**config.mk**
```make
export PLATFORM = sky130hd
export DESIGN_NAME = rcnv_cell
export DESIGN_NICKNAME = d
export VERILOG_FILES = /design/src/hdl/rcnv_pkg.sv /design/src/hdl/rcnv_cell.sv
export SDC_FILE = /design/constraint.sdc
export NUM_CORES = 1
export LEC_CHECK = 0
export BUFFER_PORTS_ARGS = -buffer_cell sky130_fd_sc_hd__buf_4
export CORE_AREA = 5 5 138 140
export CTS_BUF_LIST = sky130_fd_sc_hd__clkbuf_16
export DETAILED_ROUTE_END_ITERATION = 7
export DIE_AREA = 0 0 143 145
export GPL_TIMING_DRIVEN = 0
export PLACE_DENSITY = 0.69
export RECOVER_POWER = 100
export SLEW_MARGIN = 10
export SYNTH_ARGS = -nofsm -noshare
export SYNTH_HDL_FRONTEND = slang
export SYNTH_SLANG_ARGS = --single-unit
```
**constraint.sdc**
```tcl
create_clock -name clk -period 3.74 [get_ports clk]
set_input_delay 0.187 -clock clk [delete_from_list [all_inputs] [get_ports clk]]
set_output_delay 0.187 -clock clk [all_outputs]
set_load 0.02 [all_outputs]
```
**src/hdl/rcnv_pkg.sv**
```systemverilog
// ----------------------------------------------------------------------------
// Residue class stepper package
// Types and constants shared by the cells, the finish stage and the top.
// ----------------------------------------------------------------------------
`default_nettype none
package rcnv_pkg;

  localparam int unsigned VW = 64;
  localparam int unsigned MW = 32;
  localparam logic [VW-1:0] NS_LIMIT = 64'd999999999;

  typedef enum logic [1:0] {
    MODE_SEQ   = 2'd0,
    MODE_VAL   = 2'd1,
    MODE_ALIGN = 2'd2,
    MODE_NSNXT = 2'd3
  } mode_t;

  typedef enum logic {
    REG_BASE    = 1'b0,
    REG_MODULUS = 1'b1
  } reg_idx_t;

  typedef struct packed {
    logic          vld;
    mode_t         mode;
    logic [VW-1:0] v;
    logic [VW-1:0] d;
    logic [MW-1:0] rem;
  } cell_word_t;

endpackage
`default_nettype wire

```
**src/hdl/rcnv_cell.sv**
```systemverilog
// ----------------------------------------------------------------------------
// Residue class stepper division cell
// One restoring remainder step: take the next dividend bit, subtract modulus.
// ----------------------------------------------------------------------------
`default_nettype none
module rcnv_cell (
  input  wire logic                    clk,
  input  wire logic                    rst_n,
  input  wire logic                    adv,
  input  wire logic [rcnv_pkg::MW-1:0] modulus,
  input  wire rcnv_pkg::cell_word_t    din,
  output rcnv_pkg::cell_word_t         dout
);
  import rcnv_pkg::*;

  cell_word_t  word_r, word_nxt;
  logic [MW:0] trial, diff;

  always_comb begin
    trial    = {din.rem, din.d[VW-1]};
    diff     = trial - {1'b0, modulus};
    word_nxt = din;
    word_nxt.d   = {din.d[VW-2:0], din.d[VW-1]};
    word_nxt.rem = (trial >= {1'b0, modulus}) ? diff[MW-1:0] : trial[MW-1:0];
  end

  always_ff @(posedge clk) begin
    if (!rst_n) begin
      word_r.vld <= 1'b0;
    end else if (adv) begin
      word_r.vld <= word_nxt.vld;
    end
    if (adv) begin
      word_r.mode <= word_nxt.mode;
      word_r.v    <= word_nxt.v;
      word_r.d    <= word_nxt.d;
      word_r.rem  <= word_nxt.rem;
    end
  end

  assign dout = word_r;
endmodule
`default_nettype wire

```
==> flow_summary.toml <==
[outcome]
status = "complete, but fails checks"
violations = "max-capacitance violations, max-slew violations"

[setup_path]
worstSetupPathType = "in2reg"
critPathMaxFanout = 4
end_kind = "flip-flop"
startpoint_type = "input port"
critPathArrivalTime_ns = 3.60
cp.required_ns = 3.91

[clock_tree]
cts_htree_levels = 4
cts_resized = 0
numCtsBuffers = 17
cts.sinks = 163
insertion_delay_ns = 0.41
cts_buffer_depth = 2
cts_tree = "built"
root_buffer = "clkbuf_16"
cts.clk_slew.worst_paths_ns = 0.07

[pwr]
finalPower_mw = 5.09
ir_worst_vdd_mv = 0.294
intPower_mw = 3.59
combPwrFrac = 0.216
power.share.sequential = 0.447
cellLeakagePower_nw = 4.57
p_sw_frac = 0.295
power_density_mw_per_mm2 = 448
p_clk_frac = 0.337
power.switching_mw = 1.50

[detailed_routing]
ant_nets = 0
first_iter_violations = 430
avgRoutedWirePerCell_um = 21.4
routed_wl_um = 27100
drt_pass1_iterations = 5
via_count = 6248
vias_per_cell = 4.94
route.detailed.drc = 0

[cells_and_area]
largest_register_ffs = 163
multiInputGateArea_sq_mm = 0.00197
register_area_sq_mm = 0.00488
drive_above_1_share = 0.223
syn_to_final_growth_pct = 60.0
final_cells = 1265
nFillCells = 1488
final_nets = 1252
fin_area_sq_mm = 0.0114

[logic_synthesis]
post-synth-top-count-cell = "edfxtp_1"
synth_top_area_cell = "edfxtp_1"
synth_top_cell_area_share = 0.685
synth_area_sq_mm = 0.00710
ys_top_cells_by_area = "edfxtp_1, ha_1, inv_1"
ys.flop_type = "edfxtp_1"
async_flop_share = 0
syn-num-nets = 741
syn_inst = 510
synth_common_cells = "edfxtp_1, inv_1, nand2_1"
synth.avg_cell_area_sq_um = 13.9
ys_ff_latch = 163
synth.yosys.seq_area_share = 0.688
yosys_warnings = 0
synth-edff-count = 162
synthDistinctLibCells = 49

[placed_design]
hpwl_um = 18400
dpl.cell_count = 1100
place_area_sq_mm = 0.0101
portBuffers = 360
place_congestion = 0.914

[global_route]
overflow = 0
grt.total_usage = 0.256
grt_pass1_wl_um = 39400
grt_max_degree = 103
grt_pass1_vias = 6369
antenna_found_initial = 2

[sta]
finalHoldViolations = 0
fin_crit_sh = 0.918
finalClockSkew_ns = 0
clock.fmax_mhz = 291
maxSlewHeadroom = -1.31
fin_crit_ns = 3.43
setup_viol = 0
fin_tns_setup_ns = 0
tightest_slew_ns = 3.47
rsz0062_at_grt = "false"
drv_slew = 62

[job]
drv_cap = 1

[die]
dieArea_sq_mm = 0.0207
die_h_um = 145
ios = 361
rows = 49
die_w_um = 143
core-area_sq_mm = 0.0177
start_util = 0.401

[hold_path]
hold_class = "in2reg"
## critical path, stage by stage
cell and delay, ns:
dlygate4sd3_1 0.53, clkbuf_1 0.13, inv_1 0.07, ha_1 0.16
inv_1 0.06, fa_1 0.40, a21o_1 0.20, a221oi_2 0.38
o2111ai_1 0.20, a31o_1 0.32, a221oi_4 0.37, o221ai_2 0.17
xor2_1 0.16, mux2_2 0.26
## power by group through the flow
stage | clock network [mW] | registers, mW | logic, mW
2_1_floorplan | 0 | 2.53 | 0.321
3_3_place_gp | 0 | 2.30 | 1.10
3_5_place_dp | 0 | 2.30 | 1.12
4_1_cts | 1.75 | 2.26 | 1.24
5_1_grt | 1.84 | 2.29 | 1.18
6_report | 1.72 | 2.27 | 1.10
## area by class of cell
type                    instances  area share
multi-input cells             286       0.173
flip-flops and latches        163       0.430
clock inverters                15      0.0134
well taps                     229      0.0252
repair buffers                492       0.300
plain buffers                  15     0.00496
diodes                          2    0.000441
clock buffers                  17      0.0374
inverters                      46      0.0152
## stage by stage
stage / worst slack [ns] / util / hold slack (ns)
2_1_floorplan: 0.988 / - / 0.286
3_3_place_gp: 0.545 / 0.569 / 0.365
3_5_place_dp: 0.527 / 0.571 / 0.366
4_1_cts: 0.399 / 0.678 / 0.0232
5_1_grt: 0.157 / 0.641 / 0.0418
6_report: 0.307 / 0.641 / 0.0496
## per-layer routing
metal | vias to the layer above | global-route usage | wire length (um)
met5 | - | 0 | 13
met4 | 2 | 0.129 | 1200
met3 | 58 | 0.0757 | 2170
met2 | 298 | 0.430 | 13500
met1 | 2960 | 0.295 | 10300
li1 | 2930 | - | -
## cell usage in the layout, fill, tap and decap left out, types with 30 or more instances in the layout
cell type,n
clkbuf_1,183
edfxtp_1,162
dlygate4sd3_1,131
clkbuf_4,126
buf_4,66
inv_1,47
nand2_1,46
o21ai_0,36
ha_1,32
a21oi_1,30
## kinds of logic (layout without fill, tap and decap cells)
family                     after synthesis  in the layout  share of synthesized area
adders and majority gates               33             33                     0.0592
xor gates and xnor gates                26             26                     0.0321
muxes                                    6              6                    0.00934
AOI/OAI and AO/OA                      123            123                      0.114
DFF                                    163            163                      0.688
and+or+nand+nor                         98             98                     0.0636
buffers and inverters                   61            585                     0.0335
other                                    0              2                          0
## timing repair
item                      CTS  global route
buffers inserted            0             0
hold buffers              131             0
hold endpoints to repair  131             0
## final timing paths
check	start	end	slack [ns]	depth (start not counted)
setup / recovery	din[95]	dout[28]$_DFFE_PP_	0.31	14
hold / removal	din[13]	dout[14]$_DFFE_PP_	0.05	3
setup reg to reg	dout[162]$_SDFFE_PN0P_	dout[162]$_SDFFE_PN0P_	3.04	2
hold reg to reg	dout[162]$_SDFFE_PN0P_	dout[162]$_SDFFE_PN0P_	0.56	2
Power figures use the tool's default switching activity.
